**config.mk**
```make
export PLATFORM = sky130hd
export DESIGN_NAME = c3ac_conv
export DESIGN_NICKNAME = d
export VERILOG_FILES = /design/src/conv3x3_abs_clamp_stream_defines.svh /design/src/c3ac_pkg.sv /design/src/c3ac_conv.sv
export SDC_FILE = /design/constraint.sdc
export NUM_CORES = 2
export LEC_CHECK = 0
export BUFFER_PORTS_ARGS = -buffer_cell sky130_fd_sc_hd__buf_2
export CAP_MARGIN = 20
export CORE_ASPECT_RATIO = 1.2
export CORE_MARGIN = 1.5
export CORE_UTILIZATION = 45
export CTS_BUF_LIST = sky130_fd_sc_hd__clkbuf_4 sky130_fd_sc_hd__clkbuf_8 sky130_fd_sc_hd__clkbuf_16
export CTS_CLUSTER_SIZE = 30
export DETAILED_ROUTE_END_ITERATION = 8
export SYNTH_ARGS = -nofsm -noshare
export SYNTH_HDL_FRONTEND = slang
export SYNTH_SLANG_ARGS = --single-unit
```
**constraint.sdc**
```tcl
create_clock -name clk -period 24.8 [get_ports clk]
set_clock_uncertainty 0.15 [all_clocks]
set_input_delay 2.48 -clock clk [delete_from_list [all_inputs] [get_ports clk]]
set_output_delay 2.48 -clock clk [all_outputs]
set_load 0.05 [all_outputs]
```
**src/conv3x3_abs_clamp_stream_defines.svh**
```systemverilog
// ----------------------------------------------------------------------------
// conv3x3_abs_clamp_stream assertion macros
// shared property templates, sampled on clk and disabled while rst_n is low
// ----------------------------------------------------------------------------
`ifndef CONV3X3_ABS_CLAMP_STREAM_DEFINES_SVH
`define CONV3X3_ABS_CLAMP_STREAM_DEFINES_SVH

// same-cycle implication
`define C3AC_ASSERT_IMPLY(label, lhs, rhs) \
    label: assert property (@(posedge clk) disable iff (!rst_n) (lhs) |-> (rhs)) \
        else $error("%m: implication check failed");

// next-cycle implication
`define C3AC_ASSERT_NEXT(label, lhs, rhs) \
    label: assert property (@(posedge clk) disable iff (!rst_n) (lhs) |=> (rhs)) \
        else $error("%m: next-cycle check failed");

`endif

```
**src/c3ac_pkg.sv**
```systemverilog
// ----------------------------------------------------------------------------
// c3ac_pkg
// shared types, constants and helpers of the 3x3 convolution stream
// ----------------------------------------------------------------------------
`timescale 1ns / 1ps

package c3ac_pkg;

    localparam int DEF_MAX_LINE  = 1024;
    localparam int DEF_COEF_BITS = 8;
    localparam int COEF_BITS_MAX = 16;

    localparam int IMG_W_BITS   = 11;
    localparam int IMG_H_BITS   = 13;
    localparam int HEIGHT_MAX   = 4096;
    localparam int DEF_WIDTH    = 640;
    localparam int DEF_HEIGHT   = 480;
    localparam int PIX_BITS     = 8;
    localparam int CFG_IDX_BITS = 3;

    localparam logic [PIX_BITS-1:0] PIX_MAX = 8'd255;

    // register indexes
    localparam logic [CFG_IDX_BITS-1:0] REG_MASK_TOP   = 3'd0;
    localparam logic [CFG_IDX_BITS-1:0] REG_MASK_MID   = 3'd1;
    localparam logic [CFG_IDX_BITS-1:0] REG_MASK_BOT   = 3'd2;
    localparam logic [CFG_IDX_BITS-1:0] REG_IMG_WIDTH  = 3'd3;
    localparam logic [CFG_IDX_BITS-1:0] REG_IMG_HEIGHT = 3'd4;

    // item opcodes
    localparam logic OP_PIXEL = 1'b0;
    localparam logic OP_FLUSH = 1'b1;

    // control of one item between the counter stage and the convolution stage
    typedef struct packed {
        logic                drop;
        logic                restart;
        logic                emit;
        logic                done;
        logic                col_zero;
        logic                col_one;
        logic                w_one;
        logic                top_en;
        logic                mid_en;
        logic [PIX_BITS-1:0] bot;
    } s1_ctl_t;

    // one mask row of the horizontal edge operator: -mul, 0, +mul
    function automatic logic [3*COEF_BITS_MAX-1:0] sobel_row(input int bits, input int frac,
                                                             input int mul);
        logic [COEF_BITS_MAX-1:0]   pos;
        logic [COEF_BITS_MAX-1:0]   neg;
        logic [3*COEF_BITS_MAX-1:0] row;
        pos = COEF_BITS_MAX'(mul << frac);
        neg = -pos;
        row = '0;
        for (int i = 0; i < bits; i++)
        begin
            row[i]          = neg[i];
            row[2*bits + i] = pos[i];
        end
        return row;
    endfunction

endpackage

```
**src/c3ac_conv.sv**
```systemverilog
// ----------------------------------------------------------------------------
// c3ac_conv
// 3x3 window, nine-tap multiply-accumulate, magnitude clamp and result register
// ----------------------------------------------------------------------------
`timescale 1ns / 1ps

module c3ac_conv #(
    parameter int COEF_BITS = c3ac_pkg::DEF_COEF_BITS,
    localparam int RowBits = 3 * COEF_BITS
) (
    input  logic                          clk,
    input  logic                          rst_n,
    input  logic                          s1_valid,
    input  c3ac_pkg::s1_ctl_t             s1_ctl,
    input  logic [c3ac_pkg::PIX_BITS-1:0] top_raw,
    input  logic [c3ac_pkg::PIX_BITS-1:0] mid_raw,
    input  logic [RowBits-1:0]            mask_top,
    input  logic [RowBits-1:0]            mask_mid,
    input  logic [RowBits-1:0]            mask_bot,
    output logic                          s1_adv,
    output logic                          out_valid,
    input  logic                          out_ready,
    output logic [c3ac_pkg::PIX_BITS-1:0] filtered,
    output logic                          frame_end
);

    localparam int PB       = c3ac_pkg::PIX_BITS;
    localparam int CoefFrac = COEF_BITS / 2;
    localparam int ProdW    = COEF_BITS + PB + 1;
    localparam int SumW     = ProdW + 4;

    logic [PB-1:0] win1_reg [3];
    logic [PB-1:0] win1_next [3];
    logic [PB-1:0] win2_reg [3];
    logic [PB-1:0] win2_next [3];
    logic [PB-1:0] old1 [3];
    logic [PB-1:0] old2 [3];
    logic [PB-1:0] fresh [3];
    logic [PB-1:0] tap [3][3];

    logic [RowBits-1:0]          rows [3];
    logic signed [COEF_BITS-1:0] coef [3][3];
    logic signed [PB:0]          px9 [3][3];
    logic signed [ProdW-1:0]     prod [3][3];
    logic signed [SumW-1:0]      rsum [3];
    logic signed [SumW-1:0]      sum;
    logic [SumW-1:0]             mag;
    logic [SumW-1:0]             scaled;
    logic [PB-1:0]               result;
    logic                        zero_left;

    logic          out_valid_reg;
    logic          out_valid_next;
    logic [PB-1:0] filtered_reg;
    logic          frame_end_reg;

    assign s1_adv = s1_valid && (!s1_ctl.emit || !out_valid_reg || out_ready);

    assign fresh[0] = s1_ctl.top_en ? top_raw : '0;
    assign fresh[1] = s1_ctl.mid_en ? mid_raw : '0;
    assign fresh[2] = s1_ctl.bot;

    assign rows[0] = mask_top;
    assign rows[1] = mask_mid;
    assign rows[2] = mask_bot;

    // left neighbor outside the frame
    assign zero_left = s1_ctl.col_one || (s1_ctl.col_zero && s1_ctl.w_one);

    always_comb
    begin
        for (int i = 0; i < 3; i++)
        begin
            old1[i]   = s1_ctl.restart ? '0 : win1_reg[i];
            old2[i]   = s1_ctl.restart ? '0 : win2_reg[i];
            tap[i][0] = zero_left ? '0 : old1[i];
            tap[i][1] = old2[i];
            tap[i][2] = s1_ctl.col_zero ? '0 : fresh[i];
            for (int j = 0; j < 3; j++)
            begin
                coef[i][j] = rows[i][j*COEF_BITS +: COEF_BITS];
                px9[i][j]  = signed'({1'b0, tap[i][j]});
                prod[i][j] = coef[i][j] * px9[i][j];
            end
            rsum[i] = SumW'(prod[i][0]) + SumW'(prod[i][1]) + SumW'(prod[i][2]);
        end
    end

    assign sum    = rsum[0] + rsum[1] + rsum[2];
    assign mag    = sum[SumW-1] ? -sum : sum;
    assign scaled = mag >> CoefFrac;
    assign result = (scaled > SumW'(c3ac_pkg::PIX_MAX)) ? c3ac_pkg::PIX_MAX : PB'(scaled);

    always_comb
    begin
        for (int i = 0; i < 3; i++)
        begin
            win1_next[i] = win1_reg[i];
            win2_next[i] = win2_reg[i];
            if (s1_adv)
            begin
                if (s1_ctl.drop)
                begin
                    win1_next[i] = old1[i];
                    win2_next[i] = old2[i];
                end
                else if (s1_ctl.done)
                begin
                    win1_next[i] = '0;
                    win2_next[i] = '0;
                end
                else
                begin
                    win1_next[i] = old2[i];
                    win2_next[i] = fresh[i];
                end
            end
        end
    end

    always_comb
    begin
        out_valid_next = out_valid_reg;
        if (s1_adv && s1_ctl.emit)
        begin
            out_valid_next = 1'b1;
        end
        else if (out_ready)
        begin
            out_valid_next = 1'b0;
        end
    end

    always_ff @(posedge clk or negedge rst_n)
    begin
        if (!rst_n)
        begin
            for (int i = 0; i < 3; i++)
            begin
                win1_reg[i] <= '0;
                win2_reg[i] <= '0;
            end
            out_valid_reg <= 1'b0;
        end
        else
        begin
            for (int i = 0; i < 3; i++)
            begin
                win1_reg[i] <= win1_next[i];
                win2_reg[i] <= win2_next[i];
            end
            out_valid_reg <= out_valid_next;
        end
    end

    always_ff @(posedge clk)
    begin
        if (s1_adv && s1_ctl.emit)
        begin
            filtered_reg  <= result;
            frame_end_reg <= s1_ctl.done;
        end
    end

    assign out_valid = out_valid_reg;
    assign filtered  = filtered_reg;
    assign frame_end = frame_end_reg;

endmodule

```
---- Word-level counts from Yosys, hierarchy flattened ----
Index checks and enable logic that the tools add are counted.
W data, S select, Z words.
word-level totals
  bits in registers ....................... 58
  input bits .............................. 109
  output and inout port bits .............. 11
  word-level logic and storage cells ...... 66
operators by class
  add/subtract/negate cells ............... 9
  multiply operators ...................... 9
  $lt $le $gt $ge ......................... 1
  muxes and demuxes ....................... 29
  reductions and logical operators ........ 9
operators with widths
  operator               number
  $mux W8                26
  $mul A8 B9 Y17         9
  $add A18 B17 Y19       3
  $add A17 B17 Y18       3
  $add A20 B19 Y21       1
  $mux W21               1
  $neg A21 Y21           1
  $add A19 B19 Y20       1
  $gt A17 B8 Y1 const B  1
  $logic_and A1 B1 Y1    3
  $logic_or A1 B1 Y1     3
  $logic_not A1 Y1       2
  $mux W1                2
  $reduce_bool A2 Y1     1

---- Depth between registers and ports, before layout ----
  depth in word-level cells ............... 11
  gate-level depth with buffers ........... 35
  depth with buffers taken out ............ 31

---- Worst setup path before layout ----
OpenSTA, ideal clock, no wires.
  path type ............................... input to register
  start ................................... input s1_ctl[12] (netlist name)
  end ..................................... register filtered_reg[5], in the netlist filtered[5], data pin
  setup time .............................. 0.279 ns
  data arrival time ....................... 11.037 ns
  required time ........................... 24.371 ns
  slack ................................... 13.334 ns
  cell stages on the path ................. 30
  buffers on the path ..................... 4
  cells stage by stage .................... clkbuf_1 > a211oi_1 > clkbuf_1 > clkbuf_1 > nand3_1 > fa_1 > fa_1 > inv_1 > fa_1 > fa_1 > inv_1 > fa_1 > inv_1 > fa_1 > fa_1 > fa_1 > fa_1 > inv_1 > fa_1 > inv_1 > ha_1 > buf_6 > a2111oi_2 > o21ai_2 > a41oi_1 > xor2_1 > a41o_2 > a211o_1 > a211oi_4 > o2111ai_2
on the way
  word-level cells in the longest chain between the ends .. 11
  elaborated cells between the ends (all ways) .. 25
ends and longest elaborated chain
  element                 line              text
  start: declaration      c3ac_conv.sv:14   input c3ac_pkg::s1_ctl_t s1_ctl,
  $logic_and A1 B1 Y1     c3ac_conv.sv:68   assign zero_left = s1_ctl.col_one || (s1_ctl.col_zero && s1_ctl.w_one);
  $logic_or A1 B1 Y1      c3ac_conv.sv:68
  $mux W8                 c3ac_conv.sv:76   tap[i][0] = zero_left ? '0 : old1[i];
  $mul A8 B9 Y17          c3ac_conv.sv:83   prod[i][j] = coef[i][j] * px9[i][j];
  $add A17 B17 Y18        c3ac_conv.sv:85   rsum[i] = SumW'(prod[i][0]) + SumW'(prod[i][1]) + SumW'(prod[i][2]);
  $add A18 B17 Y19        c3ac_conv.sv:85
  $add A19 B19 Y20        c3ac_conv.sv:89   assign sum = rsum[0] + rsum[1] + rsum[2];
  $add A20 B19 Y21 *      c3ac_conv.sv:89
  $neg A21 Y21            c3ac_conv.sv:90   assign mag = sum[SumW-1] ? -sum : sum;
  $mux W21 *              c3ac_conv.sv:90
  $gt A17 B8 Y1           c3ac_conv.sv:92   assign result = (scaled > SumW'(c3ac_pkg::PIX_MAX)) ? c3ac_pkg::PIX_MAX : PB'(scaled);
  end signal: assignment  c3ac_conv.sv:160  filtered_reg <= result;
  end: declaration        c3ac_conv.sv:54   logic [PB-1:0] filtered_reg;
Mark *: on every way between the ends. The rest lies on a longest branch, timed or not.
A chain may end at the register's enable or synchronous reset.

---- Worst setup path in the final report ----
  start ................................... input s1_ctl[15] (netlist name)
  end ..................................... register filtered_reg[5], in the netlist filtered[5], data pin
on the way
  word-level cells in the longest chain between the ends .. 10
  elaborated cells between the ends (all ways) .. 26
ends and longest elaborated chain
  element             line             text
  $mux W8             c3ac_conv.sv:74  old1[i] = s1_ctl.restart ? '0 : win1_reg[i];
  $mux W8             c3ac_conv.sv:76
  $mul A8 B9 Y17      c3ac_conv.sv:83
  $add A17 B17 Y18    c3ac_conv.sv:85
  $add A18 B17 Y19    c3ac_conv.sv:85
  $add A19 B19 Y20    c3ac_conv.sv:89
  $add A20 B19 Y21 *  c3ac_conv.sv:89
  $neg A21 Y21        c3ac_conv.sv:90
  $mux W21 *          c3ac_conv.sv:90
  $gt A17 B8 Y1       c3ac_conv.sv:92
Marks and branches as above.

==> results_dict.tcl <==
set metrics [dict create \
    nets 3596 \
    hold_buffers 0 \
    first_iter_violations 1137 \
    vias_per_cell 5.332 \
    cts-resized-gates 0 \
    critPathLaunchType "input port" \
    utilization_pct 48.52 \
    mux_share_of_post_synthesis_cell_area_pct 0 \
    grt_setup_unrepaired "no" \
    dieArea_mm2 0.05684 \
    timing.critical_path.required_ns 24.74 \
    cpLargestDelayFamily "adder cells" \
    synth.ff_latch_count 58 \
    clock_sink_count 58 \
    synth_edf_count 9 \
    timing.critical_path.to_type "flop" \
    vias_in_the_first_global_route 19660 \
    hold_path_class "flop to flop" \
    dp.cells 3326 \
    critPathKind "input port to flop" \
    chipHeight_um 260.9 \
    relSlewSlack_pct 24.36 \
    synth_compound_area_share_pct 5.324 \
    grt_pass1_wl_um 113300 \
    post_layout_cell_count 3343 \
    number_of_antenna_violations_at_the_first_check_in_global_routing 1 \
    gp_congestion 0.9451 \
    route.detailed.wl_per_inst_um 21.86 \
    hold_violation_count_in_the_final_report 0 \
    synthToLayoutAreaGrowth_pct 6.639 \
    ctsRootBufferMaster "sky130_fd_sc_hd__clkbuf_16" \
    placeableCoreArea_mm2 0.05481 \
    tritoncts.num_buffers 9 \
    path_clk_slew_ns 0.05 \
    synth_flop_cell "sky130_fd_sc_hd__dfrtp_1" \
    crit_fanout 122 \
    worst_margin_slew_ns 1.132 \
    portBuffers 119 \
    number_of_distinct_standard_cells_referenced_by_the_synthesized_netlist 72 \
    max-clock-path-buffers 2 \
    critical_path.n_buffers_inverters 8 \
    detailed_routing_iteration_count_for_the_pre_antenna_repair_pass 5 \
    floorplan.rows 94 \
    postCtsSetupRepairBufs 0 \
    setup_viol 0 \
    via_count 17830 \
    cts_tree "yes" \
    initial_core_util_pct 45.50 \
    finalMaxSlewViolations 0 \
    synth.net_count 3525 \
    post-route-drc-count 0 \
    residual_overflow_from_global_routing 0 \
    synth_fa_ha_area_share_pct 60.92 \
    run_status "finished, final reports clean" \
    asyncSetResetFlopFracSynth_pct 84.48 \
    global_route.usage.total_pct 26.68 \
    worst-r2r-setup-slack_ns 14.98 \
    final_area_mm2 0.02659 \
    dominant_combinational_cell_family_by_area_after_synthesis "adder cells" \
    number_of_warnings_printed_during_yosys_synthesis 0 \
    layout_worst_path_cycle_share_pct 51.43 \
    yosys.area_share.xor_xnor_pct 0.9785 \
    sequential_share_of_the_synthesized_area_pct 6.001 \
    netlist_instances 2547 \
    drv.max_cap_violation_count 0 \
    achievable-frequency_mhz 78.40 \
    die_w_um 217.9 \
    grt_start_max_net_pins 123 \
    clk_latency_ns 0.39 \
    crit_path_frequent_cell "sky130_fd_sc_hd__fa_1" \
    post_synth_and_or_nand_nor_area_fraction_pct 14.92 \
    postRouteAntennaNets 0 \
    cpPeakStageDelay_ns 0.86 \
    place_area_mm2 0.02627 \
    pin_count 120 \
    place.detailed.hpwl_um 63570 \
    period_minus_slack_ns 12.75 \
    timing.setup.tns_ns 0 \
    crit_slowest_cell "sky130_fd_sc_hd__buf_4" \
    cts_htree_levels 3 \
    worst_ep_arrival_time_ns 12.69 \
    drive_gt1_share_pct 6.862 \
    n_antenna_cell 0 \
    syn-cell-area_mm2 0.02494 \
    synthesis.area_per_instance_um2 9.790 \
    drt-total-wl_um 73080 \
]
layer usage:
metal	up-vias	track usage (%)	wire length, um	part of all wire [%]
li1	7900	-	-	-
met1	9246	33.73	29600	41
met2	566	47.30	37340	51
met3	113	2.483	3464	4.7
met4	0	9.904	2665	3.6
met5	-	0	0	0
Yosys cell counts, drive strengths merged, types with 4 or more instances:
cell type / number / area, um2
xor2: 12 / 112.6
a211oi: 4 / 47.54
a211o: 5 / 45.04
o21ai: 8 / 43.79
a21boi: 22 / 165.2
and2: 164 / 1028
edfxtp: 9 / 270.3
nand2: 93 / 349.1
nor2: 30 / 112.6
a31oi: 4 / 25.02
nor3: 4 / 42.54
nor3b: 4 / 30.03
a22o: 48 / 420.4
fa: 575 / 11510
and3: 202 / 1264
nor2b: 46 / 287.8
nand2b: 14 / 87.58
o211ai: 9 / 67.56
a2111oi: 4 / 60.06
ha: 294 / 3679
buf: 12 / 62.56
a21o: 7 / 53.80
a21oi: 24 / 120.1
inv: 711 / 2669
xnor2: 15 / 131.4
nand3: 81 / 405.4
clkbuf: 59 / 222.7
dfrtp: 49 / 1226
cells in the final DEF (no fill, tap or decap), types with 48 or more instances in the layout:
| cell | count |
|---|---|
| sky130_fd_sc_hd__a22o_1 | 48 |
| sky130_fd_sc_hd__and3_1 | 202 |
| sky130_fd_sc_hd__dfrtp_1 | 49 |
| sky130_fd_sc_hd__nand2_1 | 93 |
| sky130_fd_sc_hd__and2_1 | 163 |
| sky130_fd_sc_hd__ha_1 | 294 |
| sky130_fd_sc_hd__nand3_1 | 81 |
| sky130_fd_sc_hd__fa_1 | 575 |
| sky130_fd_sc_hd__inv_1 | 711 |
| sky130_fd_sc_hd__buf_2 | 119 |
cells by family after synthesis:
family,Yosys count
XOR/XNOR,27
AO/OA/AOI/OAI,159
buffers and inverters,783
flip-flops,58
AND/OR/NAND/NOR,651
adder cells (fa/ha/maj),869
layout make-up:
class / instances / area, um2
Clock buffer: 14 / 275.3
Clock inverter: 2 / 35.03
Fill cell: 5248 / 28220
Inverter: 712 / 2673
Multi-Input combinational cell: 1706 / 20520
Sequential cell: 58 / 1496
Tap cell: 720 / 900.9
Timing Repair Buffer: 131 / 685.7
path summary, 6_finish.rpt:
check / endpoint / cells after the start / from
worst min-delay path: win2_reg[17] / 1 / win2_reg[17]
max in group asynchronous: win2_reg[16] / 2 / rst_n
min in group asynchronous: win1_reg[2] / 2 / rst_n
worst min register to register: win2_reg[17] / 1 / win2_reg[17]
worst max-delay path: filtered[5] / 29 / s1_ctl[15]
worst max register to register: filtered[5] / 25 / win2_reg[13]
through the flow:
stage               hold slack, ns  setup WS, ns
floorplan                   0.3084         13.33
global placement            0.3242         11.80
detailed placement          0.3287         11.61
CTS                         0.3445         12.00
global route                0.3563         11.60
finish                      0.3430         12.05
Power is left out: the tool's default activity adds up to more than one toggle a clock period on the data nets, which glitch-free logic cannot reach.
