[src/conv3x3_abs_clamp_stream_defines.svh]
// ----------------------------------------------------------------------------
// conv3x3_abs_clamp_stream assertion macros
// shared property templates, sampled on clk and disabled while rst_n is low
// ----------------------------------------------------------------------------
`ifndef CONV3X3_ABS_CLAMP_STREAM_DEFINES_SVH
`define CONV3X3_ABS_CLAMP_STREAM_DEFINES_SVH

// same-cycle implication
`define C3AC_ASSERT_IMPLY(label, lhs, rhs) \
    label: assert property (@(posedge clk) disable iff (!rst_n) (lhs) |-> (rhs)) \
        else $error("%m: implication check failed");

// next-cycle implication
`define C3AC_ASSERT_NEXT(label, lhs, rhs) \
    label: assert property (@(posedge clk) disable iff (!rst_n) (lhs) |=> (rhs)) \
        else $error("%m: next-cycle check failed");

`endif

[src/c3ac_pkg.sv]
// ----------------------------------------------------------------------------
// c3ac_pkg
// shared types, constants and helpers of the 3x3 convolution stream
// ----------------------------------------------------------------------------
`timescale 1ns / 1ps

package c3ac_pkg;

    localparam int DEF_MAX_LINE  = 1024;
    localparam int DEF_COEF_BITS = 8;
    localparam int COEF_BITS_MAX = 16;

    localparam int IMG_W_BITS   = 11;
    localparam int IMG_H_BITS   = 13;
    localparam int HEIGHT_MAX   = 4096;
    localparam int DEF_WIDTH    = 640;
    localparam int DEF_HEIGHT   = 480;
    localparam int PIX_BITS     = 8;
    localparam int CFG_IDX_BITS = 3;

    localparam logic [PIX_BITS-1:0] PIX_MAX = 8'd255;

    // register indexes
    localparam logic [CFG_IDX_BITS-1:0] REG_MASK_TOP   = 3'd0;
    localparam logic [CFG_IDX_BITS-1:0] REG_MASK_MID   = 3'd1;
    localparam logic [CFG_IDX_BITS-1:0] REG_MASK_BOT   = 3'd2;
    localparam logic [CFG_IDX_BITS-1:0] REG_IMG_WIDTH  = 3'd3;
    localparam logic [CFG_IDX_BITS-1:0] REG_IMG_HEIGHT = 3'd4;

    // item opcodes
    localparam logic OP_PIXEL = 1'b0;
    localparam logic OP_FLUSH = 1'b1;

    // control of one item between the counter stage and the convolution stage
    typedef struct packed {
        logic                drop;
        logic                restart;
        logic                emit;
        logic                done;
        logic                col_zero;
        logic                col_one;
        logic                w_one;
        logic                top_en;
        logic                mid_en;
        logic [PIX_BITS-1:0] bot;
    } s1_ctl_t;

    // one mask row of the horizontal edge operator: -mul, 0, +mul
    function automatic logic [3*COEF_BITS_MAX-1:0] sobel_row(input int bits, input int frac,
                                                             input int mul);
        logic [COEF_BITS_MAX-1:0]   pos;
        logic [COEF_BITS_MAX-1:0]   neg;
        logic [3*COEF_BITS_MAX-1:0] row;
        pos = COEF_BITS_MAX'(mul << frac);
        neg = -pos;
        row = '0;
        for (int i = 0; i < bits; i++)
        begin
            row[i]          = neg[i];
            row[2*bits + i] = pos[i];
        end
        return row;
    endfunction

endpackage

[src/c3ac_ctrl.sv]
// ----------------------------------------------------------------------------
// c3ac_ctrl
// configuration registers, frame counters and the stage register of each item
// ----------------------------------------------------------------------------
`timescale 1ns / 1ps

module c3ac_ctrl #(
    parameter int MAX_LINE  = c3ac_pkg::DEF_MAX_LINE,
    parameter int COEF_BITS = c3ac_pkg::DEF_COEF_BITS,
    localparam int ColW    = $clog2(MAX_LINE),
    localparam int RowBits = 3 * COEF_BITS,
    localparam int CfgW    = (RowBits > c3ac_pkg::IMG_H_BITS) ? RowBits : c3ac_pkg::IMG_H_BITS
) (
    input  logic                              clk,
    input  logic                              rst_n,
    input  logic                              cfg_write,
    input  logic [c3ac_pkg::CFG_IDX_BITS-1:0] cfg_index,
    input  logic [CfgW-1:0]                   cfg_data,
    input  logic                              in_valid,
    output logic                              in_ready,
    input  logic                              opcode,
    input  logic [c3ac_pkg::PIX_BITS-1:0]     pixel,
    input  logic                              s1_adv,
    output logic                              s1_valid,
    output c3ac_pkg::s1_ctl_t                 s1_ctl,
    output logic [ColW-1:0]                   s1_col,
    output logic [ColW-1:0]                   rd_addr,
    output logic                              rd_en,
    output logic [RowBits-1:0]                mask_top,
    output logic [RowBits-1:0]                mask_mid,
    output logic [RowBits-1:0]                mask_bot
);

    localparam int WW      = ColW + 1;
    localparam int HW      = c3ac_pkg::IMG_H_BITS;
    localparam int WRegW   = c3ac_pkg::IMG_W_BITS;
    localparam int WCmpW   = (WW > WRegW) ? WW : WRegW;
    localparam int CntW    = ColW + $clog2(c3ac_pkg::HEIGHT_MAX);
    localparam int TotW    = WW + HW;
    localparam int CoefFrac = COEF_BITS / 2;

    localparam logic [RowBits-1:0] SobelOuter =
        RowBits'(c3ac_pkg::sobel_row(COEF_BITS, CoefFrac, 1));
    localparam logic [RowBits-1:0] SobelMid =
        RowBits'(c3ac_pkg::sobel_row(COEF_BITS, CoefFrac, 2));

    logic [RowBits-1:0] mask_top_reg;
    logic [RowBits-1:0] mask_mid_reg;
    logic [RowBits-1:0] mask_bot_reg;
    logic [WRegW-1:0]   width_reg;
    logic [HW-1:0]      height_reg;

    logic [ColW-1:0] col_reg;
    logic [ColW-1:0] col_next;
    logic [HW-1:0]   row_reg;
    logic [HW-1:0]   row_next;
    logic [CntW-1:0] cnt_reg;
    logic [CntW-1:0] cnt_next;
    logic            s1_valid_reg;
    logic            s1_valid_next;

    c3ac_pkg::s1_ctl_t s1_ctl_reg;
    c3ac_pkg::s1_ctl_t s1_ctl_next;
    logic [ColW-1:0]   s1_col_reg;

    logic [WCmpW-1:0] width_ext;
    logic [WW-1:0]    w_val;
    logic [HW-1:0]    h_val;
    logic [TotW-1:0]  total;
    logic [TotW-1:0]  total_m1;
    logic             accept;
    logic             wrap_pre;
    logic [ColW-1:0]  col_a;
    logic [HW-1:0]    row_a;
    logic             restart;
    logic [ColW-1:0]  c;
    logic [HW-1:0]    r;
    logic [CntW-1:0]  cnt;
    logic             in_frame;
    logic             drop;
    logic             emit;
    logic             done;
    logic [WW-1:0]    c_inc;
    logic             c_wrap;

    // configuration writes
    always_ff @(posedge clk or negedge rst_n)
    begin
        if (!rst_n)
        begin
            mask_top_reg <= SobelOuter;
            mask_mid_reg <= SobelMid;
            mask_bot_reg <= SobelOuter;
            width_reg    <= WRegW'(c3ac_pkg::DEF_WIDTH);
            height_reg   <= HW'(c3ac_pkg::DEF_HEIGHT);
        end
        else if (cfg_write)
        begin
            case (cfg_index)
                c3ac_pkg::REG_MASK_TOP:   mask_top_reg <= cfg_data[RowBits-1:0];
                c3ac_pkg::REG_MASK_MID:   mask_mid_reg <= cfg_data[RowBits-1:0];
                c3ac_pkg::REG_MASK_BOT:   mask_bot_reg <= cfg_data[RowBits-1:0];
                c3ac_pkg::REG_IMG_WIDTH:  width_reg    <= cfg_data[WRegW-1:0];
                c3ac_pkg::REG_IMG_HEIGHT: height_reg   <= cfg_data[HW-1:0];
                default:
                begin
                end
            endcase
        end
    end

    // clamped frame size
    assign width_ext = WCmpW'(width_reg);

    always_comb
    begin
        if (width_ext == '0)
        begin
            w_val = WW'(1);
        end
        else if (width_ext > WCmpW'(MAX_LINE))
        begin
            w_val = WW'(MAX_LINE);
        end
        else
        begin
            w_val = WW'(width_ext);
        end

        if (height_reg == '0)
        begin
            h_val = HW'(1);
        end
        else if (height_reg > HW'(c3ac_pkg::HEIGHT_MAX))
        begin
            h_val = HW'(c3ac_pkg::HEIGHT_MAX);
        end
        else
        begin
            h_val = height_reg;
        end
    end

    assign total    = TotW'(w_val) * TotW'(h_val);
    assign total_m1 = total - TotW'(1);

    assign in_ready = !s1_valid_reg || s1_adv;
    assign accept   = in_valid && in_ready;

    // position of this item, after a size change while idle
    assign wrap_pre = WW'(col_reg) >= w_val;
    assign col_a    = wrap_pre ? '0 : col_reg;
    assign row_a    = wrap_pre ? HW'(row_reg + HW'(1)) : row_reg;
    assign restart  = ((HW + 1)'(row_a) > ((HW + 1)'(h_val) + (HW + 1)'(1)))
                   || (TotW'(cnt_reg) >= total);
    assign c        = restart ? '0 : col_a;
    assign r        = restart ? '0 : row_a;
    assign cnt      = restart ? '0 : cnt_reg;

    assign in_frame = r < h_val;
    assign drop     = in_frame && (opcode == c3ac_pkg::OP_FLUSH);
    assign emit     = !drop && ((r >= HW'(2)) || ((r == HW'(1)) && (c != '0)));
    assign done     = emit && (TotW'(cnt) == total_m1);
    assign c_inc    = WW'(c) + WW'(1);
    assign c_wrap   = c_inc >= w_val;

    always_comb
    begin
        col_next = col_reg;
        row_next = row_reg;
        cnt_next = cnt_reg;
        if (accept)
        begin
            if (drop)
            begin
                col_next = c;
                row_next = r;
                cnt_next = cnt;
            end
            else if (done)
            begin
                col_next = '0;
                row_next = '0;
                cnt_next = '0;
            end
            else
            begin
                if (c_wrap)
                begin
                    col_next = '0;
                    row_next = HW'(r + HW'(1));
                end
                else
                begin
                    col_next = ColW'(c_inc);
                    row_next = r;
                end
                cnt_next = emit ? CntW'(cnt + CntW'(1)) : cnt;
            end
        end
    end

    always_comb
    begin
        s1_ctl_next.drop     = drop;
        s1_ctl_next.restart  = restart;
        s1_ctl_next.emit     = emit;
        s1_ctl_next.done     = done;
        s1_ctl_next.col_zero = (c == '0);
        s1_ctl_next.col_one  = (c == ColW'(1));
        s1_ctl_next.w_one    = (w_val == WW'(1));
        s1_ctl_next.top_en   = r >= HW'(2);
        s1_ctl_next.mid_en   = r >= HW'(1);
        s1_ctl_next.bot      = in_frame ? pixel : '0;
    end

    assign s1_valid_next = accept ? 1'b1 : (s1_adv ? 1'b0 : s1_valid_reg);

    always_ff @(posedge clk or negedge rst_n)
    begin
        if (!rst_n)
        begin
            col_reg      <= '0;
            row_reg      <= '0;
            cnt_reg      <= '0;
            s1_valid_reg <= 1'b0;
        end
        else
        begin
            col_reg      <= col_next;
            row_reg      <= row_next;
            cnt_reg      <= cnt_next;
            s1_valid_reg <= s1_valid_next;
        end
    end

    always_ff @(posedge clk)
    begin
        if (accept)
        begin
            s1_ctl_reg <= s1_ctl_next;
            s1_col_reg <= c;
        end
    end

    assign s1_valid = s1_valid_reg;
    assign s1_ctl   = s1_ctl_reg;
    assign s1_col   = s1_col_reg;
    assign rd_addr  = c;
    assign rd_en    = accept;
    assign mask_top = mask_top_reg;
    assign mask_mid = mask_mid_reg;
    assign mask_bot = mask_bot_reg;

endmodule

[config.mk]
export PLATFORM = sky130hd
export DESIGN_NAME = c3ac_ctrl
export DESIGN_NICKNAME = d
export VERILOG_FILES = /design/src/conv3x3_abs_clamp_stream_defines.svh /design/src/c3ac_pkg.sv /design/src/c3ac_ctrl.sv
export SDC_FILE = /design/constraint.sdc
export NUM_CORES = 1
export LEC_CHECK = 0
export BUFFER_PORTS_ARGS = -buffer_cell sky130_fd_sc_hd__buf_2
export CORE_ASPECT_RATIO = 2
export CORE_MARGIN = 2
export CORE_UTILIZATION = 60
export CTS_BUF_LIST = sky130_fd_sc_hd__clkbuf_4
export CTS_CLUSTER_DIAMETER = 200
export DETAILED_ROUTE_END_ITERATION = 16
export PLACE_DENSITY = 0.9
export SLEW_MARGIN = 15
export SYNTH_ARGS = -nofsm -noshare
export SYNTH_HDL_FRONTEND = slang
export SYNTH_SLANG_ARGS = --single-unit
[constraint.sdc]
create_clock -name clk -period 27.8 [get_ports clk]
set_input_delay 2.78 -clock clk [delete_from_list [all_inputs] [get_ports clk]]
set_output_delay 2.78 -clock clk [all_outputs]
set_load 0.03 [all_outputs]
# Yosys cells after proc, flatten, opt, wreduce, memory -nomap -nowiden
# Index checks and enable logic that the tools add are counted.
# W data, S select, Z words.
# word_totals
word_cells,85
output_inout_bits,112
inputBits,41
ff_bits,169
# op_classes
n_reduce_logical,21
n_mul,1
n_eq_ne,8
n_addsub,6
n_mux,20
n_lt_le_gt_ge,9
# ops
op,count
$mux W13,7
$mux W22,4
$mux W10,5
$add A13 B1 Y13 const B,2
$eq A22 B24 Y1,1
$ge A22 B24 Y1,1
$mul A11 B13 Y24,1
$sub A24 B1 Y24 const B,1
$add A22 B1 Y22 const B,1
$mux W11,2
$add A13 B1 Y14 const B,1
$gt A13 B14 Y1,1
$eq A13 B1 Y1 const B,1
$ge A13 B1 Y1 const B,1
$ge A13 B2 Y1 const B,1
$gt A13 B13 Y1 const B,1
$logic_not A13 Y1,1
$lt A13 B13 Y1,1
$add A10 B1 Y11 const B,1
$eq A11 B1 Y1 const B,1
$ge A10 B11 Y1,1
$ge A11 B11 Y1,1
$gt A11 B11 Y1 const B,1
$logic_not A11 Y1,1
13 further kinds,26

# Depth between registers and ports, before layout
# Gate-level depths: netlist of run 1.
# depth
word_depth,15
depth_mapped,52
ltp_nobuf,47

# Worst setup path before layout of run 1
# No wires, ideal clock.
# synth_timing
kind,register -> output
start,register width_reg[5] (netlist: width_ext[5])
end,output rd_addr[0]
arrival_ns,7.790
slack_ns,17.230
path_buffers,5
path_stages_with_launch,34
required_ns,25.020
cell_sequence,dfrtp_1 -> nor4_1 -> nand3_1 -> o21ai_0 -> and2_1 -> clkbuf_1 -> nand2_1 -> fa_1 -> fa_1 -> inv_1 -> fa_1 -> fa_1 -> inv_1 -> fa_1 -> inv_1 -> ha_1 -> buf_2 -> a21oi_1 -> o21a_1 -> mux2_2 -> or3_1 -> buf_2 -> ha_1 -> nand4_1 -> or3_1 -> o2111ai_1 -> a21oi_1 -> o211ai_1 -> o2111ai_2 -> clkbuf_2 -> and3_1 -> clkbuf_1 -> nand2_1 -> inv_1
# synth_between
elab_chain_cells,8
word_cells_on_any_way,12
classes_between,1 x mul; 4 x order compare; 5 x mux; 2 x reduce/logical
# synth_rtl
item,line,source
"start, declared",c3ac_ctrl.sv:50,logic [WRegW-1:0] width_reg;
"start signal, assigned",c3ac_ctrl.sv:94,width_reg <= WRegW'(c3ac_pkg::DEF_WIDTH);
"start signal, assigned",c3ac_ctrl.sv:103,c3ac_pkg::REG_IMG_WIDTH: width_reg <= cfg_data[WRegW-1:0];
$gt A11 B11 Y1,c3ac_ctrl.sv:121,else if (width_ext > WCmpW'(MAX_LINE))
$mux W11,c3ac_ctrl.sv:121,
$mux W11 *,c3ac_ctrl.sv:117,if (width_ext == '0)
branches (longest 4 deep; another with $mul A11 B13 Y24),-,
$mux W10 *,c3ac_ctrl.sv:156,assign c = restart ? '0 : col_a;
"end, declared",c3ac_ctrl.sv:27,"output logic [ColW-1:0] rd_addr,"
# Every way passes the cells marked *.

# Worst setup path after layout of run 1
# layout_timing
start,register height_reg[12]
end,register cnt_reg[5]
# layout_between
elab_chain_cells,14
word_cells_on_any_way,28
classes_between,3 x add/sub; 1 x mul; 5 x order compare; 2 x eq/ne; 8 x mux; 9 x reduce/logical
# layout_rtl
item,line,source
"start, declared",c3ac_ctrl.sv:51,logic [HW-1:0] height_reg;
"start signal, assigned",c3ac_ctrl.sv:95,height_reg <= HW'(c3ac_pkg::DEF_HEIGHT);
"start signal, assigned",c3ac_ctrl.sv:104,c3ac_pkg::REG_IMG_HEIGHT: height_reg <= cfg_data[HW-1:0];
$gt A13 B13 Y1,c3ac_ctrl.sv:134,else if (height_reg > HW'(c3ac_pkg::HEIGHT_MAX))
$mux W13,c3ac_ctrl.sv:134,
$mux W13 *,c3ac_ctrl.sv:130,if (height_reg == '0)
$mul A11 B13 Y24 or $add A13 B1 Y14 (tied branches),"c3ac_ctrl.sv:144, c3ac_ctrl.sv:154",
$ge A22 B24 Y1 or $gt A13 B14 Y1 (tied branches),"c3ac_ctrl.sv:155, c3ac_ctrl.sv:154",
$logic_or A1 B1 Y1,c3ac_ctrl.sv:155,|| (TotW'(cnt_reg) >= total);
$mux W13,c3ac_ctrl.sv:157,assign r = restart ? '0 : row_a;
$lt A13 B13 Y1 *,c3ac_ctrl.sv:160,assign in_frame = r < h_val;
$logic_and A1 B1 Y1 *,c3ac_ctrl.sv:161,assign drop = in_frame && (opcode == c3ac_pkg::OP_FLUSH);
via drop,c3ac_ctrl.sv:80,logic drop;
$logic_not A1 Y1,c3ac_ctrl.sv:162,assign emit = !drop && ((r >= HW'(2)) || ((r == HW'(1)) && (c != '0)));
$logic_and A1 B1 Y1,c3ac_ctrl.sv:162,
$mux W22 or $logic_and A1 B1 Y1 (tied branches),"c3ac_ctrl.sv:198, c3ac_ctrl.sv:163",
$mux W22,c3ac_ctrl.sv:180,else if (done)
$mux W22 *,c3ac_ctrl.sv:174,if (drop)
"end signal, assigned",c3ac_ctrl.sv:232,cnt_reg <= cnt_next;
"end, declared",c3ac_ctrl.sv:57,logic [CntW-1:0] cnt_reg;
# Mark *: on every way through the listed nets, which the timed path passes. The rest lies on a longest branch.
# A chain may end at the register's enable or synchronous reset.

==> results of run 1 <==
## routing by layer
layer / up-vias / GRT usage [%] / routed length, um
met5: - / 0 / 0
met4: 0 / 33.1 / 5530
met3: 296 / 6.17 / 2800
met2: 736 / 66.0 / 26600
met1: 6842 / 35.4 / 16300
li1: 6248 / - / -
## power by group through the flow
stage / registers, mW / logic [mW] / clock network, mW
floorplan: 0.399 / 1.02 / 0
global placement: 0.349 / 1.41 / 0
detailed placement: 0.354 / 1.45 / 0
CTS: 0.349 / 1.46 / 0.151
global route: 0.356 / 1.62 / 0.160
finish: 0.351 / 1.50 / 0.150
## cells in the final DEF, fill, tap and decap left out, types with 18 or more instances in the layout
cell / count
buf_2: 151
a21o_1: 20
o21ai_0: 47
edfxtp_1: 27
mux2_2: 99
nor3_1: 28
xor2_1: 20
nor2_1: 148
and3_1: 31
inv_1: 172
o31ai_1: 19
nand3_1: 47
fa_1: 98
nand2_1: 181
a21oi_1: 48
nand4_1: 26
and2_1: 23
ha_1: 140
dfstp_2: 20
nor2b_1: 28
xnor2_1: 53
a211oi_1: 18
nor4_1: 27
dfrtp_1: 122
## how the worst max path moves through the flow
stage,from,to,slack [ns],cells past startpoint
after floorplan,width_ext[5],rd_addr[0],17.23,33
after global placement,height_reg[12],cnt_reg[8],15.52,42
after detailed placement,height_reg[12],col_reg[6],15.19,42
after CTS,height_reg[12],rd_addr[0],15.09,26
after global routing,height_reg[12],cnt_reg[13],14.12,40
final,height_reg[12],cnt_reg[5],14.82,43
## worst register-to-register path: cells and delay by family, from the launching register on
| kind | cells | cell delay, ns |
|---|---|---|
| AO/OA/AOI/OAI | 15 | 3.19 |
| XOR/XNOR | 1 | 0.52 |
| adder cells (fa/ha/maj) | 8 | 3.61 |
| buffers and inverters | 8 | 1.61 |
| flip-flops | 1 | 0.66 |
| AND/OR/NAND/NOR | 11 | 3.34 |
## cell families (layout without fill, tap and decap cells)
family                     count (synthesis)  in the layout  synth area share [%]
DFF                                      169            169                  27.5
xor gates and xnor gates                  76             76                  4.39
AOI/OAI and AO/OA                        278            278                  12.5
and+or+nand+nor                          604            604                  18.6
muxes                                    102            102                  7.17
other                                      0              1                     0
buffers and inverters                    265            388                  6.48
adders and majority gates                238            238                  23.3
## through the flow
stage | utilization [%] | std cells | worst slack [ns] | cell area [sq um]
6_report | 65.7 | 2200 | 14.82 | 17300
5_1_grt | 65.7 | 2200 | 14.12 | 17300
4_1_cts | 65.7 | 2199 | 15.09 | 17300
3_5_place_dp | 64.5 | 2167 | 15.19 | 17000
3_3_place_gp | 64.5 | 2167 | 15.52 | 17000
2_1_floorplan | - | 1732 | 17.23 | 16000
## final cells by class
| type | instances | area [sq um] | share of cell area (%) |
|---|---|---|---|
| multi-input cells | 1298 | 10600 | 61.2 |
| diodes | 1 | 2.50 | 0.0145 |
| repair buffers | 163 | 850 | 4.92 |
| well taps | 344 | 430 | 2.49 |
| flip-flops and latches | 169 | 4390 | 25.4 |
| inverters | 193 | 727 | 4.21 |
| clock inverters | 15 | 176 | 1.02 |
| clock buffers | 17 | 128 | 0.739 |
==> key figures, run 1 <==
Clock tree
  • Setup Fix Bufs, Post-CTS: 0
  • Resize count post-CTS: 0
  • Clock-pin slew on the worst setup and hold paths: 0.18 ns
  • TritonCTS Buffers: 17
  • CTS tree: done
  • H-tree levels: 4
  • CTS Root Cell: clkbuf_4
  • Sink Count: 169
  • Hold buffer count at cts: 0
  • Max Root-Sink Buffers: 2
  • Clk_lat worst skew: 0.63 ns

Power
  • P_int: roughly 0.86 mW
  • Switching fraction of total power: 56.8%
  • Maximum vdd drop: 80.2 uV
  • Final Power: 2.00 mW
  • Leak Pwr: approximately 8.1 nW
  • Sw power: 1.14 mW
  • Comb pwr share: 74.9%
  • Share of power burned in registers: 17.6%
  • Power per cell area: 116 nW/um^2
  • Clk network pwr share: 7.5%

Floorplanning
  • Initial Util: about three fifths
  • Die width: between 100 and 150 um
  • Std-Cell Rows: between 80 and 90
  • Core box area: 26,300 sq um
  • Die ar.: 28,000 sq um
  • Io pins: 153
  • Die Y: 235 um

Hold path
  • Min-Delay Path Class: register to register
  • Hold worst-path end: mask_top[12]
  • Hold path start: mask_top[12]
  • Hold Path Stages: 1

Setup path
  • Critical path class: register to register
  • Critical path fanouts, max: 26
  • Critical path buffer and inverter count: 8
  • Reg-to-reg slack, setup: roughly 15 ns
  • R2R cell count: 43
  • RR Endpoint: cnt_reg[5]
  • Crit-path slowest cell: nor2b_1
  • Critical Path RT: ~28 ns
  • Critical Path End Type: register
  • Cell mode on critical path: fa_1
  • Critical Path Source Type: register
  • Slowest Stage Delay on Critical Path: 1.05 ns
  • Reg-to-reg critical path startpoint: height_reg[12]
  • Arrival time worst endpoint: 13.54 ns
  • Top cell family by delay on the critical path: adder cells

Timing
  • Crit share post-route: 46.7%
  • Max Freq: 77.1 MHz
  • Fin. max-slew vios: 0
  • Final setup viols: 0
  • Worst slew margin: 17.6%
  • Final Hold Vio Count: 0
  • Layout Skew: 0.0286 ns
  • Tightest Pin Transition: 1.23 ns
  • Worst hold slack: 0.534 ns
  • RSZ-0062 raised after global routing: no
  • Setup_tns: 0 ns
  • Final Critical Period: 12.98 ns

Routing
  • Total routed wirelength: slightly above 50,000 um
  • 1st-pass router iterations: 5
  • DR WL/cell: 23.3 um
  • Final ANT Viol Nets: 0
  • Iter 0 DRT Violations: between 1,000 and 1,500
  • Residual DRC: 0
  • Via Count: 14,100
  • Avg Vias per Cell: around 6.4

Global routing
  • First-pass GRT wire length: between 70,000 and 80,000 um
  • Largest net degree at the start of global routing: 88
  • Initial antenna violation count: 1
  • Via count of the first global-routing pass: 14,900
  • Grt total ovfl: 0
  • GRT Resource Usage Total: between 30% and 40%

Cells and area
  • Nets: approximately 2,100
  • Number of fill cells: 2,090
  • Share of cells above drive strength 1: roughly a fifth
  • Area grow syn2layout: 8.16%

Logic synthesis
  • Top cells by area, synth: dfrtp_1 19%, fa_1 12%, ha_1 11%
  • Yosys cell types: 98
  • Most common cell in the netlist: nand2_1
  • Synthesized cell area: 16,000 sq um
  • Yosys Warn Count: 0
  • Async SR Flop Fraction: 84.0%
  • Cells after synthesis: 1,732
  • Area leader, netlist: dfrtp_1
  • Post-synth top area share: between 10% and 20%
  • Synth Register Bits: approximately 170
  • Synthesized area per cell: roughly 9 sq um
  • Post-synth EDFFs: 27
  • Synth top cells by count: 182 x nand2_1, 172 x inv_1, 149 x nor2_1, 140 x ha_1, 122 x dfrtp_1
  • Post-synth top flop: dfrtp_1
  • Mapped Nets: 2,011
  • Sequential area share after synthesis: 27.5%

Placed design
  • Port buffer count: 152
  • Post-DP HPWL: around 41,000 um
  • Final GP Congestion: around 1.1

Status
  • Status: finished clean

Flow run
  • Max Cap Viol: 0
Power figures use the tool's default switching activity.
==> run 2: changes to the inputs <==
==> constraint.sdc (replaced) <==
create_clock -name clk -period 12.9 [get_ports clk]
set_input_delay 1.29 -clock clk [delete_from_list [all_inputs] [get_ports clk]]
set_output_delay 1.29 -clock clk [all_outputs]
set_load 0.03 [all_outputs]
==> run 2 against run 1 <==
Cell count rose by 0.77%. Setup slack got worse by 14 ns. Sequential share of layout area fell by 0.25 points. Global-route usage fell by 0.51 points. Combinational power rose by 120%. Largest cell class unchanged.
==> key figures, run 2 (synthesis gave the netlist of run 1 again) <==
Global routing
  • Largest net degree at the start of global routing: 77 (-13%)
  • GRT Resource Usage Total: 36.4% (-0.51 points)
  • Grt total ovfl: 0 (unchanged)
  • First-pass GRT wire length: 79,100 um (-0.72%)
  • Initial antenna violation count: 1 (unchanged)
  • Via count of the first global-routing pass: 15,000 (+0.59%)

Timing
  • Final setup viols: 0 (unchanged)
  • Layout Skew: 0.0378 ns (+0.00928 ns)
  • RSZ-0062 raised after global routing: no
  • Setup_tns: 0 ns (unchanged)
  • Max Freq: 83.0 MHz (+7.7%)
  • Crit share post-route: 93.4% (+47 points)
  • Tightest Pin Transition: 1.01 ns (-0.226 ns)
  • Final Critical Period: 12.05 ns (-0.930 ns)
  • Final Hold Vio Count: 0 (unchanged)
  • Worst slew margin: 32.5% (+15 points)
  • Fin. max-slew vios: 0 (unchanged)

Floorplanning
  • Io pins: 153 (unchanged)
  • Die ar.: 28,000 sq um (unchanged)
  • Core box area: 26,300 sq um (unchanged)
  • Die width: 119 um (unchanged)
  • Std-Cell Rows: 84 (unchanged)
  • Initial Util: 60.7% (unchanged)
  • Die Y: 235 um (unchanged)

Status
  • Status: finished clean

Routing
  • Total routed wirelength: 50,200 um (-2.0%)
  • Top layer used by detailed routing: met4
  • Wl on met1: 16,300 um (about the same)
  • Avg Vias per Cell: 6.41 (-0.18%)
  • DR WL/cell: 22.6 um (-2.8%)
  • Via Count: 14,200 (+0.59%)
  • Iter 0 DRT Violations: 1,123 (-5.9%)
  • Met3 WL: 2590 um (-7.4%)
  • Residual DRC: 0 (unchanged)
  • Final ANT Viol Nets: 0 (unchanged)
  • Met2 WL: 26,100 um (-1.9%)
  • 1st-pass router iterations: 8 (+3)

Placed design
  • Port buffer count: 152 (unchanged)
  • Dpl cell area: 17,100 sq um (+0.75%)
  • Final GP Congestion: 1.08 (-2.1%)
  • Cell count after placement: 2,184 (+0.78%)
  • Post-DP HPWL: 39,900 um (-1.8%)

Power
  • Final Power: 4.35 mW (+120%)
  • Maximum vdd drop: 174 uV (+120%)
  • Leak Pwr: 8.21 nW (+1.3%)
  • Power per cell area: 249 nW/um^2 (+120%)

Setup path
  • Slowest Stage Delay on Critical Path: 0.64 ns (-0.41 ns)
  • Critical Path RT: 13.39 ns (-14.98 ns)
  • Critical Path Source Type: register
  • Critical Path End Type: register
  • Crit-path slowest cell: dfrtp_1
  • Critical path class: register to register
  • Critical path fanouts, max: 19 (-27%)
  • Cell mode on critical path: fa_1
  • Arrival time worst endpoint: 12.54 ns (-1.00 ns)

Cells and area
  • Post-layout util: 66.3% (+0.66 points)
  • Share of cells above drive strength 1: 20.6% (+1.1 points)
  • Final instance area: 17,400 sq um (+1.0%)
  • Commonest non-fill, non-tap cell in the layout: nand2_1
  • Area grow syn2layout: 9.24%
  • Nets: 2,138 (+0.80%)
  • Commonest non-fill, non-tap cells in the layout: 181 x nand2_1, 172 x inv_1, 151 x buf_2, 147 x nor2_1, 140 x ha_1
  • Non-filler cells, final: 2,217 (+0.77%)

Clock tree
  • CTS Root Cell: clkbuf_4
  • Sink Count: 169 (unchanged)
  • Max Root-Sink Buffers: 2 (unchanged)
  • Clock-pin slew on the worst setup and hold paths: 0.16 ns (-0.02 ns)
  • Resize count post-CTS: 0 (unchanged)
  • CTS tree: done
  • Hold buffer count at cts: 0 (unchanged)
  • Setup Fix Bufs, Post-CTS: 0 (unchanged)
  • H-tree levels: 4 (unchanged)
  • TritonCTS Buffers: 17 (unchanged)
  • Clk_lat worst skew: 0.60 ns (-0.03 ns)

Hold path
  • Min-Delay Path Class: register to register

Flow run
  • Max Cap Viol: 0 (unchanged)
-- run 2: final timing paths --
kind                          startpoint          end  slack (ns)  cells past startpoint
max                        width_ext[10]  row_reg[11]        0.85                     42
min                          mask_bot[2]  mask_bot[2]        0.52                      1
max reg2reg                width_ext[10]  row_reg[11]        0.85                     42
min reg2reg                  mask_bot[2]  mask_bot[2]        0.52                      1
max in group asynchronous          rst_n  mask_top[9]       10.89                      2
min in group asynchronous          rst_n   cnt_reg[6]        0.66                      1
-- run 2: cell type report --
cell class	count	area [sq um]
Antenna cell	1	2.50
Clock buffer	18	135
Clock inverter	14	184
Fill cell	2080	8840
Inverter	193	734
Multi-Input combinational cell	1298	10600
Sequential cell	169	4390
Tap cell	344	430
Timing Repair Buffer	180	977
-- run 2: power breakdown --
part           total (mW)  internal, mW  switching (mW)
combinational        3.25          1.14            2.11
clock               0.344         0.142           0.201
sequential          0.754         0.661          0.0932
total                4.35          1.94            2.41
-- run 2: metrics by stage --
| step | hold WS (ns) | setup WS (ns) |
|---|---|---|
| floorplan | 0.468 | 2.33 |
| global placement | 0.485 | 1.06 |
| detailed placement | 0.491 | 0.837 |
| CTS | 0.523 | 0.760 |
| global route | 0.539 | 0.170 |
| finish | 0.521 | 0.854 |
-- run 2: layer usage --
metal / vias up / GRT usage [%]
met1: 6885 / 35.4
met3: 298 / 6.04
met4: 0 / 30.6
met5: - / 0
li1: 6293 / -
met2: 729 / 65.5
-- run 2: worst max-delay path, delay by kind of cell, from the launching register on --
kind	cells	cell delay, ns
AND/OR/NAND/NOR	15	3.72
XOR/XNOR	1	0.17
adder cells (fa/ha/maj)	9	3.70
flip-flops	1	0.64
buffers and inverters	6	1.18
AO/OA/AOI/OAI	11	2.53
